--- src/rtl/core/rccfp_pkg.sv ---
// Shared constants and types for the radio-control channel frame parser.
package rccfp_pkg;

	localparam int MAX_CHANNELS = 14;
	localparam int CNT_W = 4;
	localparam int BYTE_W = 8;
	localparam int WORD_W = 16;
	localparam int POS_W = 5;

	localparam logic [BYTE_W-1:0] HDR_BYTE = 8'h20;
	localparam logic [BYTE_W-1:0] CMD_BYTE = 8'h40;
	localparam logic [WORD_W-1:0] SUM_INIT = 16'hFFFF;
	localparam logic [CNT_W-1:0] COUNT_RESET = 4'd14;

	localparam logic [POS_W-1:0] POS_HUNT = 5'd0;
	localparam logic [POS_W-1:0] POS_CMD = 5'd1;
	localparam logic [POS_W-1:0] POS_CK_LOW = 5'd30;
	localparam logic [POS_W-1:0] POS_CK_HIGH = 5'd31;

	typedef struct packed {
		logic valid;
		logic [CNT_W-1:0] count;
	} job_ctl_t;

endpackage

--- src/rtl/core/rc_channel_frame_parser.sv ---
// Top level of the radio-control channel frame parser.
// Usage:
//   Input queue: drive rx_byte with push; a byte transfers when push is high and full is
//   low. One byte per cycle is taken while full is low. full rises only on the final
//   checksum byte of a frame while both queued frame snapshots still wait to be reported.
//   Result queue: while empty is low, channel_index, channel_value and last show the
//   oldest channel; it transfers when pop is high. last marks a frame's final channel.
//   Config: cfg_data carries the channel limit; it is written when cfg_valid is high
//   (cfg_ready is always high). Values above MAX_CHANNELS act as MAX_CHANNELS.
// Timing: a good frame's snapshot is queued by the edge that transfers its final byte;
//   its first channel is registered once it heads the queue and the reporter's single
//   output register is free; channels then follow one per cycle while pop is high.
//   A frame with a bad checksum or a zero count reports nothing.
// Reset: parser returns to header hunt, queues empty, the channel limit becomes 14.
// Stalls: while pop is low the current channel holds; parsing continues into a two-frame
//   snapshot queue; once that queue is full, full holds the next frame's final byte.
module rc_channel_frame_parser #(
	parameter int MAX_CHANNELS = rccfp_pkg::MAX_CHANNELS
) (
	input  logic                           clk,
	input  logic                           arst_n,
	input  logic                           push,
	output logic                           full,
	input  logic [rccfp_pkg::BYTE_W-1:0]   rx_byte,
	output logic                           empty,
	input  logic                           pop,
	output logic [rccfp_pkg::CNT_W-1:0]    channel_index,
	output logic [rccfp_pkg::WORD_W-1:0]   channel_value,
	output logic                           last,
	input  logic                           cfg_valid,
	output logic                           cfg_ready,
	input  logic [rccfp_pkg::CNT_W-1:0]    cfg_data
);
	import rccfp_pkg::*;

	logic [CNT_W-1:0] chan_limit_q;
	logic             job_full;
	logic             job_push;
	logic [CNT_W-1:0] job_count;
	logic [MAX_CHANNELS-1:0][WORD_W-1:0] push_words;
	logic [MAX_CHANNELS-1:0][WORD_W-1:0] head_words;
	job_ctl_t         head_ctl;
	logic             job_pop;

	assign cfg_ready = 1'b1;

	always_ff @(posedge clk or negedge arst_n) begin
		if (!arst_n)
			chan_limit_q <= COUNT_RESET;
		else if (cfg_valid && cfg_ready)
			chan_limit_q <= cfg_data;
	end

	rccfp_front #(.MAX_CHANNELS(MAX_CHANNELS)) u_front (
		.clk           (clk),
		.arst_n        (arst_n),
		.push          (push),
		.full          (full),
		.rx_byte       (rx_byte),
		.chan_limit    (chan_limit_q),
		.job_full      (job_full),
		.job_push      (job_push),
		.job_count     (job_count),
		.job_words     (push_words)
	);

	rccfp_job_fifo #(.MAX_CHANNELS(MAX_CHANNELS)) u_job_fifo (
		.clk      (clk),
		.arst_n   (arst_n),
		.wr_en    (job_push),
		.wr_count (job_count),
		.wr_words (push_words),
		.wr_full  (job_full),
		.rd_en    (job_pop),
		.rd_ctl   (head_ctl),
		.rd_words (head_words)
	);

	rccfp_back #(.MAX_CHANNELS(MAX_CHANNELS)) u_back (
		.clk           (clk),
		.arst_n        (arst_n),
		.job_ctl       (head_ctl),
		.job_words     (head_words),
		.job_pop       (job_pop),
		.empty         (empty),
		.pop           (pop),
		.channel_index (channel_index),
		.channel_value (channel_value),
		.last          (last)
	);

endmodule

--- src/rtl/core/rccfp_front.sv ---
// Byte parser: tracks frame position and checksum, stores channel words, queues good frames.
module rccfp_front #(
	parameter int MAX_CHANNELS = rccfp_pkg::MAX_CHANNELS
) (
	input  logic                                        clk,
	input  logic                                        arst_n,
	input  logic                                        push,
	output logic                                        full,
	input  logic [rccfp_pkg::BYTE_W-1:0]                rx_byte,
	input  logic [rccfp_pkg::CNT_W-1:0]                 chan_limit,
	input  logic                                        job_full,
	output logic                                        job_push,
	output logic [rccfp_pkg::CNT_W-1:0]                 job_count,
	output logic [MAX_CHANNELS-1:0][rccfp_pkg::WORD_W-1:0] job_words
);
	import rccfp_pkg::*;

	localparam logic [CNT_W-1:0] MAX_CNT = CNT_W'(MAX_CHANNELS);

	logic [POS_W-1:0]  pos_q;
	logic [WORD_W-1:0] sum_q;
	logic [BYTE_W-1:0] low_q;
	logic [MAX_CHANNELS-1:0][WORD_W-1:0] store_q;

	logic              accept;
	logic [CNT_W-1:0]  eff_count;
	logic [CNT_W-1:0]  idx;
	logic [WORD_W-1:0] sum_next;
	logic [WORD_W-1:0] rx_sum;
	logic              sum_ok;

	assign full      = (pos_q == POS_CK_HIGH) && job_full;
	assign accept    = push && !full;
	assign eff_count = (chan_limit > MAX_CNT) ? MAX_CNT : chan_limit;
	assign idx       = CNT_W'(pos_q[POS_W-1:1]) - CNT_W'(1);
	assign sum_next  = sum_q - {{(WORD_W-BYTE_W){1'b0}}, rx_byte};
	assign rx_sum    = {rx_byte, low_q};
	assign sum_ok    = (rx_sum == sum_q);

	assign job_push  = accept && (pos_q == POS_CK_HIGH) && sum_ok && (eff_count != '0);
	assign job_count = eff_count;
	assign job_words = store_q;

	always_ff @(posedge clk or negedge arst_n) begin
		if (!arst_n) begin
			pos_q <= POS_HUNT;
		end else if (accept) begin
			case (pos_q)
				POS_HUNT: begin
					if (rx_byte == HDR_BYTE)
						pos_q <= POS_CMD;
				end
				POS_CMD: begin
					pos_q <= (rx_byte == CMD_BYTE) ? POS_W'(2) : POS_HUNT;
				end
				POS_CK_LOW:  pos_q <= POS_CK_HIGH;
				POS_CK_HIGH: pos_q <= POS_HUNT;
				default:     pos_q <= pos_q + POS_W'(1);
			endcase
		end
	end

	always_ff @(posedge clk) begin
		if (accept) begin
			case (pos_q)
				POS_HUNT: begin
					if (rx_byte == HDR_BYTE)
						sum_q <= SUM_INIT - {{(WORD_W-BYTE_W){1'b0}}, HDR_BYTE};
				end
				POS_CMD: begin
					if (rx_byte == CMD_BYTE)
						sum_q <= sum_next;
				end
				POS_CK_LOW:  low_q <= rx_byte;
				POS_CK_HIGH: ;
				default: begin
					sum_q <= sum_next;
					if (idx < eff_count && !pos_q[0])
						low_q <= rx_byte;
				end
			endcase
		end
	end

	for (genvar k = 0; k < MAX_CHANNELS; k++) begin : g_store
		always_ff @(posedge clk) begin
			if (accept && pos_q != POS_HUNT && pos_q != POS_CMD && pos_q != POS_CK_LOW
				&& pos_q != POS_CK_HIGH && pos_q[0] && idx < eff_count
				&& idx == CNT_W'(k))
				store_q[k] <= {rx_byte, low_q};
		end
	end

endmodule

--- src/rtl/core/rccfp_job_fifo.sv ---
// Two-entry queue of frame snapshots between the parser and the reporter.
module rccfp_job_fifo #(
	parameter int MAX_CHANNELS = rccfp_pkg::MAX_CHANNELS
) (
	input  logic                                            clk,
	input  logic                                            arst_n,
	input  logic                                            wr_en,
	input  logic [rccfp_pkg::CNT_W-1:0]                     wr_count,
	input  logic [MAX_CHANNELS-1:0][rccfp_pkg::WORD_W-1:0]  wr_words,
	output logic                                            wr_full,
	input  logic                                            rd_en,
	output rccfp_pkg::job_ctl_t                             rd_ctl,
	output logic [MAX_CHANNELS-1:0][rccfp_pkg::WORD_W-1:0]  rd_words
);
	import rccfp_pkg::*;

	logic [1:0][MAX_CHANNELS-1:0][WORD_W-1:0] words_q;
	logic [1:0][CNT_W-1:0] count_q;
	logic       wr_ptr_q;
	logic       rd_ptr_q;
	logic [1:0] fill_q;
	logic       do_wr;
	logic       do_rd;

	assign wr_full      = (fill_q == 2'd2);
	assign do_wr        = wr_en && !wr_full;
	assign do_rd        = rd_en && (fill_q != 2'd0);
	assign rd_ctl.valid = (fill_q != 2'd0);
	assign rd_ctl.count = count_q[rd_ptr_q];
	assign rd_words     = words_q[rd_ptr_q];

	always_ff @(posedge clk or negedge arst_n) begin
		if (!arst_n) begin
			wr_ptr_q <= 1'b0;
			rd_ptr_q <= 1'b0;
			fill_q   <= 2'd0;
		end else begin
			if (do_wr)
				wr_ptr_q <= !wr_ptr_q;
			if (do_rd)
				rd_ptr_q <= !rd_ptr_q;
			if (do_wr && !do_rd)
				fill_q <= fill_q + 2'd1;
			else if (do_rd && !do_wr)
				fill_q <= fill_q - 2'd1;
		end
	end

	always_ff @(posedge clk) begin
		if (do_wr) begin
			words_q[wr_ptr_q] <= wr_words;
			count_q[wr_ptr_q] <= wr_count;
		end
	end

endmodule

--- src/rtl/core/rccfp_back.sv ---
// Reporter: walks a queued frame, one channel per cycle unless pop stalls.
module rccfp_back #(
	parameter int MAX_CHANNELS = rccfp_pkg::MAX_CHANNELS
) (
	input  logic                                            clk,
	input  logic                                            arst_n,
	input  rccfp_pkg::job_ctl_t                             job_ctl,
	input  logic [MAX_CHANNELS-1:0][rccfp_pkg::WORD_W-1:0]  job_words,
	output logic                                            job_pop,
	output logic                                            empty,
	input  logic                                            pop,
	output logic [rccfp_pkg::CNT_W-1:0]                     channel_index,
	output logic [rccfp_pkg::WORD_W-1:0]                    channel_value,
	output logic                                            last
);
	import rccfp_pkg::*;

	localparam int IDX_W = (MAX_CHANNELS > 1) ? $clog2(MAX_CHANNELS) : 1;

	logic              out_valid_q;
	logic [CNT_W-1:0]  idx_q;
	logic [CNT_W-1:0]  index_q;
	logic [WORD_W-1:0] value_q;
	logic              last_q;
	logic              slot_free;
	logic              emit;
	logic              is_last;

	assign slot_free     = !out_valid_q || pop;
	assign emit          = job_ctl.valid && slot_free;
	assign is_last       = (idx_q + CNT_W'(1)) == job_ctl.count;
	assign job_pop       = emit && is_last;
	assign empty         = !out_valid_q;
	assign channel_index = index_q;
	assign channel_value = value_q;
	assign last          = last_q;

	always_ff @(posedge clk or negedge arst_n) begin
		if (!arst_n) begin
			out_valid_q <= 1'b0;
			idx_q       <= '0;
		end else begin
			if (emit) begin
				out_valid_q <= 1'b1;
				idx_q       <= is_last ? '0 : idx_q + CNT_W'(1);
			end else if (pop) begin
				out_valid_q <= 1'b0;
			end
		end
	end

	always_ff @(posedge clk) begin
		if (emit) begin
			index_q <= idx_q;
			value_q <= job_words[idx_q[IDX_W-1:0]];
			last_q  <= is_last;
		end
	end

endmodule
--- config.mk ---
export PLATFORM = sky130hd
export DESIGN_NAME = rc_channel_frame_parser
export DESIGN_NICKNAME = d
export VERILOG_FILES = /design/src/rtl/core/rccfp_pkg.sv /design/src/rtl/core/rc_channel_frame_parser.sv /design/src/rtl/core/rccfp_front.sv /design/src/rtl/core/rccfp_job_fifo.sv /design/src/rtl/core/rccfp_back.sv
export SDC_FILE = /design/constraint.sdc
export NUM_CORES = 1
export LEC_CHECK = 0
export BUFFER_PORTS_ARGS = -buffer_cell sky130_fd_sc_hd__buf_2
export CAP_MARGIN = 20
export CORE_MARGIN = 8
export CORE_UTILIZATION = 30
export DETAILED_ROUTE_END_ITERATION = 6
export GPL_TIMING_DRIVEN = 0
export PLACE_DENSITY_LB_ADDON = 0.2
export SYNTH_ARGS = -nofsm -noshare
export SYNTH_HDL_FRONTEND = slang
export SYNTH_SLANG_ARGS = --single-unit
export TNS_END_PERCENT = 10
--- constraint.sdc ---
create_clock -name clk -period 21.6 [get_ports clk]
set_clock_uncertainty 0.2 [all_clocks]
set_input_delay 3.24 -clock clk [delete_from_list [all_inputs] [get_ports clk]]
set_output_delay 3.24 -clock clk [all_outputs]
set_load 0.05 [all_outputs]
# Word-level counts from Yosys, hierarchy flattened
# Cells that the tools add are included.
classes:
  n_eq_ne: 26
  addsub: 6
  order_cmp: 6
  reduce_logical: 55
  bitwise_logic: 2
  muxes: 26
op_table:
  columns: ["cell", "count"]
  rows:
  - ["224-bit 2-to-1 mux", 3]
  - ["448-bit bitwise mux", 1]
  - ["224-bit demux with 1-bit select", 1]
  - ["16-bit binary-select mux with 4-bit select", 1]
  - ["16-bit 2-to-1 mux", 3]
  - ["16-bit case mux with 3 select lines", 1]
  - ["1-bit logical AND", 33]
  - ["4-bit equality test (second input constant)", 6]
  - ["4-bit 2-to-1 mux", 5]
  - ["5-bit case mux with 4 select lines", 1]
  - ["16-bit equality test", 1]
  - ["4-bit by 3-bit equality test with 1-bit output (second input constant)", 4]
  - ["8-bit case mux with 2 select lines", 1]
  - ["16-bit by 8-bit subtractor with 16-bit output", 1]
  - ["5-bit equality test (second input constant)", 2]
  - ["5-bit inequality test (second input constant)", 2]
  - ["8-bit bitwise mux", 1]
  - ["4-bit by 2-bit equality test with 1-bit output (second input constant)", 2]
  - ["8-bit by 6-bit equality test with 1-bit output (second input constant)", 1]
  - ["8-bit by 7-bit equality test with 1-bit output (second input constant)", 1]
  - ["1-bit zero test", 8]
  - ["8-bit 2-to-1 mux", 1]
  - ["2-bit nonzero test", 4]
  - ["2-bit 2-to-1 mux", 3]
  - ["other kinds (30)", 34]
totals:
  word_cells: 177
  inputBits: 17
  reg_bits: 743

# Depth between registers and ports, before layout
# Gate-level depths: netlist of run 1.
depth:
  ltp_word: 12
  mapped_depth: 11
  ltp_nobuf: 10

# By module
# Synthesis of run 1 repeated with hierarchy kept, for this count alone.
unflattened:
  cells_unflattened: 1427
  area_unflattened_um2: 28763.8
by_module_without_submodules:
  columns: ["module", "instances", "cells_each", "area_per_inst_um2"]
  rows:
  - ["rccfp_job_fifo", 1, 728, 16729.8]
  - ["rccfp_front", 1, 468, 9096.2]
  - ["rccfp_back", 1, 221, 2777.7]
  - ["rc_channel_frame_parser", 1, 10, 160.2]

# Worst setup path after synthesis of run 1
# No wires, ideal clock.
synth_path:
  kind: "in2reg"
  start: "input port rx_byte[5] in the netlist's numbering"
  end: "register u_job_fifo.count_q[0] in the netlist's numbering (enable)"
  n_path_buf: 0
  t_required_ns: 20.552
  cell_stages: 5
  arrival_time_ns: 14.080
  setup_ns: 0.848
  setup_slack_ns: 6.472
  cell_sequence: "xor2_1 > nor4_1 > nand3_1 > nor3_1 > nor2b_1"
synth_via:
  elab_chain_cells: 4
synth_rtl:
  columns: ["item", "line_no", "source"]
  rows:
  - ["start: declaration", "rc_channel_frame_parser.sv:24", "input logic [rccfp_pkg::BYTE_W-1:0] rx_byte,"]
  - ["16-bit equality test", "rccfp_front.sv:38", "assign sum_ok = (rx_sum == sum_q);"]
  - ["1-bit logical AND (2 in series)", "rccfp_front.sv:40", "assign job_push = accept && (pos_q == POS_CK_HIGH) && sum_ok && (eff_count != '0);"]
  - ["1-bit logical AND", "rccfp_job_fifo.sv:26", "assign do_wr = wr_en && !wr_full;"]
  - ["via u_job_fifo.do_wr", "rccfp_job_fifo.sv:22", "logic do_wr;"]
  - ["end signal: indexed assignment", "rccfp_job_fifo.sv:52", "count_q[wr_ptr_q] <= wr_count;"]
  - ["end: declaration", "rccfp_job_fifo.sv:18", "logic [1:0][CNT_W-1:0] count_q;"]
# The timed path passes the listed nets, and every way through them passes these cells.
# A chain may end at the register's enable or synchronous reset.

# Worst setup path in the final report of run 1
layout_path:
  start: "input port rx_byte[5] in the netlist's numbering"
  end: "register u_job_fifo.words_q[281] in the netlist's numbering (enable)"
layout_via:
  elab_chain_cells: 4
layout_rtl:
  columns: ["item", "line_no", "source"]
  rows:
  - ["16-bit equality test", "rccfp_front.sv:38", null]
  - ["1-bit logical AND (2 in series)", "rccfp_front.sv:40", null]
  - ["1-bit logical AND", "rccfp_job_fifo.sv:26", null]
  - ["via u_job_fifo.do_wr", "rccfp_job_fifo.sv:22", null]
  - ["end signal: indexed assignment", "rccfp_job_fifo.sv:51", "words_q[wr_ptr_q] <= wr_words;"]
  - ["end: declaration", "rccfp_job_fifo.sv:17", "logic [1:0][MAX_CHANNELS-1:0][WORD_W-1:0] words_q;"]
# The timed path passes the listed nets, and every way through them passes these cells.

==> results of run 1 <==
==> worst max-delay path, cell delays in order <==
cell     delay [ns]
buf_2          0.44
xor2_1         0.13
nor4_1         0.42
nand3_1        0.12
nor3_1         0.46
and2_4         0.58
buf_16         0.31
buf_16         0.32
buf_16         0.31
==> state kept, by name, indices dropped and copies added, names as in the netlist <==
name	count
u_job_fifo.fill_q	2
u_back.last	1
u_back.out_valid_q	1
u_front.sum_q	16
u_job_fifo.words_q	448
u_back.channel_value	16
u_job_fifo.count_q	8
u_front.job_words	224
u_job_fifo.wr_ptr_q	1
u_front.low_q	8
u_job_fifo.rd_ptr_q	1
u_back.idx_q	4
u_back.channel_index	4
u_front.pos_q	5
chan_limit_q	4
==> report_power, final <==
group	internal (µW)	switching, µW	leakage [µW]
sequential	1610	34.7	0.00676
combinational	70.4	106	0.00227
clock	743	546	0.00120
==> cell type report <==
cell class	count	area share, %
antenna	2	0.01541
buffer	55	1.002
clock buffer	100	6.391
clock inverter	42	1.167
inverter	23	0.2658
multi-input combinational	492	15.59
sequential	743	68.43
tap	1186	4.569
timing repair buffer	67	2.566
==> placed cells by master (no fill, tap or decap), types with 15 or more instances in the layout <==
master	Yosys	final
mux2i_1	49	49
clkinv_1	0	17
a21oi_1	36	36
edfxtp_1	725	725
mux4_2	98	98
clkbuf_16	0	79
ha_1	23	23
nand2_1	44	44
inv_1	23	23
xnor2_1	21	21
dfrtp_1	15	15
buf_2	19	59
xor2_1	20	20
mux2_2	15	15
buf_16	0	15
clkbuf_1	19	38
o21ai_0	30	30
a2111oi_0	16	16
nor2_1	38	38
==> per-stage QoR <==
step	cells	instance area, µm²
after floorplan	1313	27690
after global placement	2538	29370
after detailed placement	2562	29930
after CTS	2704	32390
after global routing	2708	32470
final	2710	32480
==> per-layer routing <==
metal  up-vias  track usage, %  share of wire, %
li1       5605               -                 -
met4         0           3.177               2.3
met3        93           2.318               4.9
met5         -               0                 0
met1      6789           16.96                45
met2       308           20.15                47
==> synth_stat cells, types with 5 or more instances <==
cell type,instances,share of area (%)
buf_6,6,0.24
edfxtp_1,725,79
a2111oi_0,16,0.51
mux2i_1,49,1.8
nor2_1,38,0.52
dfrtp_1,15,1.4
buf_2,19,0.34
nor3_1,7,0.13
xnor2_1,21,0.66
clkbuf_1,19,0.26
xor2_1,20,0.63
and2_1,15,0.34
nor2b_1,9,0.20
a21oi_1,36,0.65
mux4_2,98,8.0
nand2_1,44,0.60
buf_4,9,0.24
ha_1,23,1.0
o21ai_0,30,0.54
inv_1,23,0.31
nor4_1,6,0.14
nand3_1,8,0.14
a21o_1,6,0.16
nand2b_1,5,0.11
mux2_2,15,0.61
==> cell families after synthesis <==
kind of cell             after synthesis  share of synthesized area (%)
AO/OA/AOI/OAI                        104                          2.336
XOR/XNOR                              41                          1.297
adder cells (fa/ha/maj)               24                          1.112
buffers and inverters                 78                          1.486
flip-flops                           743                          80.26
multiplexers                         163                          10.45
other                                  1                        0.01354
AND/OR/NAND/NOR                      159                          3.050
==> path summary, 6_finish.rpt <==
check | endpoint | slack (ns) | cells after the start
setup / recovery | u_job_fifo.words_q[281] | 15.26 | 9
hold / removal | u_job_fifo.words_q[196] | 0.24 | 0
setup reg to reg | u_front.job_words[182] | 17.15 | 9
hold reg to reg | u_job_fifo.words_q[196] | 0.24 | 0
max in group asynchronous | chan_limit_q[3] | 18.40 | 1
min in group asynchronous | u_job_fifo.fill_q[1] | 2.42 | 1
==> metrics.md, run 1 <==
| Metric | Value |
|---|---|
| Chip Width | `319.8 µm` |
| IO Pins | `41` |
| Tot GR Track Use | `12.34%` |
| Post-synth cell types | `58` |
| Crit path time final | `6.338 ns` |
| Syn_nets | `1354` |
| Pin count of the biggest net entering global routing | `55` |
| Relative slew slack | `28.31%` |
| # rows | `111` |
| Sequential area share after synthesis | `80.26%` |
| Final core occ | `35.49%` |
| Final HPWL DP | `41460 µm` |
| Residual DRC | `0` |
| Deepest level of the CTS H-tree | `3` |
| Fill count | `8419` |
| CTS tree | `built` |
| Hold WS | `0.2413 ns` |
| Reg clk slew, reported paths | `0.06 ns` |
| Top_reg_cell synth | `edfxtp_1` |
| Register Area | `22230 µm²` |
| Mean Syn Cell Area | `21.09 µm²` |
| Final WL | `64350 µm` |
| RSZ-0062 raised after global routing | `no` |
| Port buffer count | `39` |
| Worst skew pair latency | `0.62 ns` |
| Final setup TNS | `0 ns` |
| Maximum VDD drop | `0.05087 mV` |
| Async SR Flop Fraction | `2.423%` |
| Synthesized instance count | `1313` |
| Post CTS Setup Buffer Count | `0` |
| #FFs+latches synth | `743` |
| Worst min-delay path class | `reg -> reg` |
| DR WL/cell | `23.75 µm` |
| Via Count | `12800` |
| Yosys warnings | `0` |
| Tot Pwr | `3108 µW` |
| Actual slew at the worst max-slew pin | `1.075 ns` |
| CTS hold repair buffers | `0` |
| Final hold vios | `0` |
| Post-cts sizing count | `0` |
| Worst Path Arrival | `6.42 ns` |
| Total gr overflow | `0` |
| Area growth, synth to finish | `17.29%` |
| Post-synth EDFFs | `725` |
| Crit path kind | `in -> reg` |
| Fmax achieved | `157.8 MHz` |
| Root Buffer | `clkbuf_16` |
| Core area | `91520 µm²` |
| Post-Syn Area | `27690 µm²` |
| Cts bufs inserted | `78` |
| P per Cell Area | `95.69 nW/µm²` |
| Crit path required time | `21.68 ns` |
| Initial Utilization | `30.26%` |
| Vias per Instance | `4.721` |
| LEAKAGE | `0.01023 µW` |
| First-pass GRT wire length | `92390 µm` |
| CTS sink count | `743` |
| Routed Antenna Nets | `0` |
| CP startpoint | `rx_byte[5]` |
| Die ar. | `102300 µm²` |
| Vias in the first global route | `13510` |
| Multi-input gate area | `5065 µm²` |
| DIE HEIGHT | `319.8 µm` |
| Setup slack after layout | `15.26 ns` |
| Initial antenna violation count | `6` |
| Period utilization | `29.34%` |
| # setup viols final | `0` |
| Placer congestion estimate | `0.7455` |
| Drt first pass iters | `5` |
| Crit start category | `input pin` |
| Max-cap violation count | `0` |
| Share of cells above drive strength 1 | `22.01%` |
| Hold wc startpoint | `u_front.job_words[196]` |
| Worst setup EP type | `register` |
| Setup Slack @ Placement | `14.56 ns` |
| Starting DRT DRC Count | `1032` |
| Final Max Tran Viols | `0` |
| CP Max Fanout | `54` |
| Longest Clk Path Bufs | `3` |
| Status | `finished, final reports clean` |
| Final #Nets | `1501` |
| RR Startpoint | `u_front.pos_q[1]` |
Note: power is estimated with default switching activity, not from simulation.
==> run 2: changes to the inputs <==
==> constraint.sdc (replaced) <==
create_clock -name clk -period 5.9 [get_ports clk]
set_clock_uncertainty 0.2 [all_clocks]
set_input_delay 0.885 -clock clk [delete_from_list [all_inputs] [get_ports clk]]
set_output_delay 0.885 -clock clk [all_outputs]
set_load 0.05 [all_outputs]
==> run 2 against run 1 <==
Effect of this change:
- final area grew 0.28%
- register-to-register slack worse by 16 ns
- clock-buffer cell count down 3
- global-route usage barely moved
- non-clock buffer count is 3 higher
- sequential cell count unchanged
- sequential power rose to 3.7 times the previous value
- core utilization up 0.10 points
- worst setup slack got worse by 14 ns
- via count up 0.18%
- final cell count barely moved
- routed wire length about the same
- critical endpoint is now u_front.job_words[56]
- highest routed layer unchanged
==> metrics.md, run 2 (synthesized netlist as in run 1, its figures left out) <==
| Metric | Value |
|---|---|
| Fill count | `8395 (was 8419)` |
| CTS sink count | `743 (unchanged)` |
| Crit path time final | `4.274 ns` |
| Routed Antenna Nets | `0 (unchanged)` |
| # setup viols final | `0 (unchanged)` |
| Period utilization | `72.44%` |
| DIE HEIGHT | `319.8 µm (unchanged)` |
| Worst setup EP type | `register (unchanged)` |
| Maximum VDD drop | `0.2167 mV (was 0.05087 mV)` |
| R2r setup slk | `1.63 ns (was 17.15 ns)` |
| Grt met2 use | `19.96% (was 20.15%)` |
| Fmax achieved | `234.0 MHz` |
| CP Max Fanout | `10 (was 54)` |
| Crit start category | `register (was input pin)` |
| Via Count | `12820 (was 12800)` |
| Area growth, synth to finish | `17.62% (was 17.29%)` |
| Worst Path Arrival | `4.38 ns (was 6.42 ns)` |
| RR Startpoint | `u_front.pos_q[1] (unchanged)` |
| Post-cts sizing count | `0 (unchanged)` |
| Final Max Tran Viols | `0 (unchanged)` |
| Drt first pass iters | `5 (unchanged)` |
| Longest Clk Path Bufs | `3 (unchanged)` |
| Multi-input gate area | `5067 µm² (was 5065 µm²)` |
| RR Endpoint | `u_front.job_words[56] (was u_front.job_words[182])` |
| Design area | `32570 µm² (was 32480 µm²)` |
| Sequential Power Share | `52.4% (was 52.9%)` |
| P per Cell Area | `352.1 nW/µm² (was 95.69 nW/µm²)` |
| Commonest non-fill, non-tap cell in the layout | `edfxtp_1 (unchanged)` |
| Vias in the first global route | `13710 (was 13510)` |
| Vias per Instance | `4.732 (was 4.721)` |
| Number of diodes | `0 (was 2)` |
| LEAKAGE | `0.01026 µW (was 0.01023 µW)` |
| Residual DRC | `0 (unchanged)` |
| Initial antenna violation count | `5 (was 6)` |
| Deepest level of the CTS H-tree | `3 (unchanged)` |
| Reg clk slew, reported paths | `0.06 ns (about the same)` |
| Final #Nets | `1504 (was 1501)` |
| First-pass GRT wire length | `93500 µm (was 92390 µm)` |
| Final hold vios | `0 (unchanged)` |
| Total gr overflow | `0 (unchanged)` |
| Pin count of the biggest net entering global routing | `61 (was 55)` |
| Register Area | `22230 µm² (unchanged)` |
| Met1 Usage GRT | `17.12% (was 16.96%)` |
| Switching power | `2506 µW (was 686.3 µW)` |
| Crit path required time | `6.01 ns (was 21.68 ns)` |
| Root Buffer | `clkbuf_16 (unchanged)` |
| Tot GR Track Use | `12.38% (was 12.34%)` |
| Hold WS | `0.07912 ns (was 0.2413 ns)` |
| Actual slew at the worst max-slew pin | `1.183 ns (was 1.075 ns)` |
| Final WL | `64340 µm (was 64350 µm)` |
| Core area | `91520 µm² (unchanged)` |
| CTS hold repair buffers | `0 (unchanged)` |
| GRT busiest layer | `met2 (unchanged)` |
| Crit path kind | `reg -> reg (was in -> reg)` |
| RSZ-0062 raised after global routing | `no (unchanged)` |
| Area after DPL | `29940 µm² (was 29930 µm²)` |
| Status | `finished, final reports clean (unchanged)` |
| CTS tree | `built (unchanged)` |
| Share of cells above drive strength 1 | `22.32% (was 22.01%)` |
| Register with the most flip-flops | `u_job_fifo.words_q (unchanged)` |
| Worst min-delay path class | `in -> async (was reg -> reg)` |
| Starting DRT DRC Count | `1135 (was 1032)` |
| Clock Power Share | `41.9% (was 41.5%)` |
| IO Pins | `41 (unchanged)` |
| Die ar. | `102300 µm² (unchanged)` |
| # rows | `111 (unchanged)` |
| Chip Width | `319.8 µm (unchanged)` |
| Relative slew slack | `19.12% (was 28.31%)` |
| Placer congestion estimate | `0.7353 (was 0.7455)` |
| Max reg flops | `448 (unchanged)` |
| Final core occ | `35.59% (was 35.49%)` |
| Port buffer count | `39 (unchanged)` |
| M3 GR Usage | `2.444% (was 2.318%)` |
| Setup slack after layout | `1.626 ns (was 15.26 ns)` |
| Max-cap violation count | `0 (unchanged)` |
| Combinational Power Share | `5.6% (was 5.7%)` |
| Sw frac | `21.85% (was 22.08%)` |
| Setup Slack @ Placement | `1.368 ns (was 14.56 ns)` |
| Worst skew pair latency | `0.61 ns (was 0.62 ns)` |
| Tot Pwr | `11470 µW (was 3108 µW)` |
| Internal power | `8963 µW (was 2422 µW)` |
| Commonest cells after routing, fill and taps aside | `725 x edfxtp_1, 98 x mux4_2, 81 x clkbuf_16, 58 x buf_2, 49 x mux2i_1 (was 725 x edfxtp_1, 98 x mux4_2, 79 x clkbuf_16, 59 x buf_2, 49 x mux2i_1)` |
| DR WL/cell | `23.75 µm (about the same)` |
| Initial Utilization | `30.26% (unchanged)` |
| Post CTS Setup Buffer Count | `0 (unchanged)` |
| Cts bufs inserted | `78 (unchanged)` |
| Final HPWL DP | `40900 µm (was 41460 µm)` |
| Register-to-Register Path Depth | `11 (was 9)` |
run 2: how the worst max path moves through the flow:
| stage | from | endpoint | slack, ns |
|---|---|---|---|
| 2_1_floorplan | rx_byte[5] | u_job_fifo.count_q[4] | -1.84 |
| 3_3_place_gp | rx_byte[1] | u_job_fifo.words_q[265] | -6.23 |
| 3_5_place_dp | rx_byte[1] | u_job_fifo.words_q[95] | 1.37 |
| 4_1_cts | u_front.pos_q[1] | u_front.job_words[121] | 1.36 |
| 5_1_grt | u_front.pos_q[1] | u_front.job_words[33] | 1.39 |
| 6_report | u_front.pos_q[1] | u_front.job_words[56] | 1.63 |
run 2: critical path, stage by stage (launching register included):
cell,delay (ns)
dfrtp_1,0.51
inv_1,0.20
ha_1,0.25
xor2_1,0.39
ha_1,0.34
a21o_1,0.16
a21o_1,0.18
or4_4,0.53
or2_4,0.27
nor2_2,0.16
and2_1,0.55
buf_16,0.23
run 2: layer usage:
layer / routed length [µm] / vias to the layer above
li1: - / 5598
met1: 29510 / 6809
met2: 30270 / 318
met3: 3027 / 93
met4: 1532 / 0
met5: 0 / -
run 2: per-stage QoR:
| stage | std cells | setup TNS (ns) |
|---|---|---|
| floorplan | 1313 | -420.55 |
| global placement | 2538 | -2122.84 |
| detailed placement | 2563 | 0 |
| CTS | 2703 | 0 |
| global route | 2709 | 0 |
| finish | 2709 | 0 |
run 2: cell type report:
class	instances	share of cell area, %
Timing Repair Buffer	70	2.720
Tap cell	1186	4.556
Clock inverter	43	1.256
Buffer	55	0.9988
Clock buffer	97	6.408
Inverter	23	0.2651
Sequential cell	743	68.24
Multi-Input combinational cell	492	15.56
run 2: power groups by stage:
stage	clock [µW]	combinational (µW)	sequential, µW
3_3_place_gp	0	629	6120
4_1_cts	4940	644	6010
2_1_floorplan	0	455	6060
3_5_place_dp	0	639	6130
5_1_grt	5130	731	6020
6_report	4810	647	6010
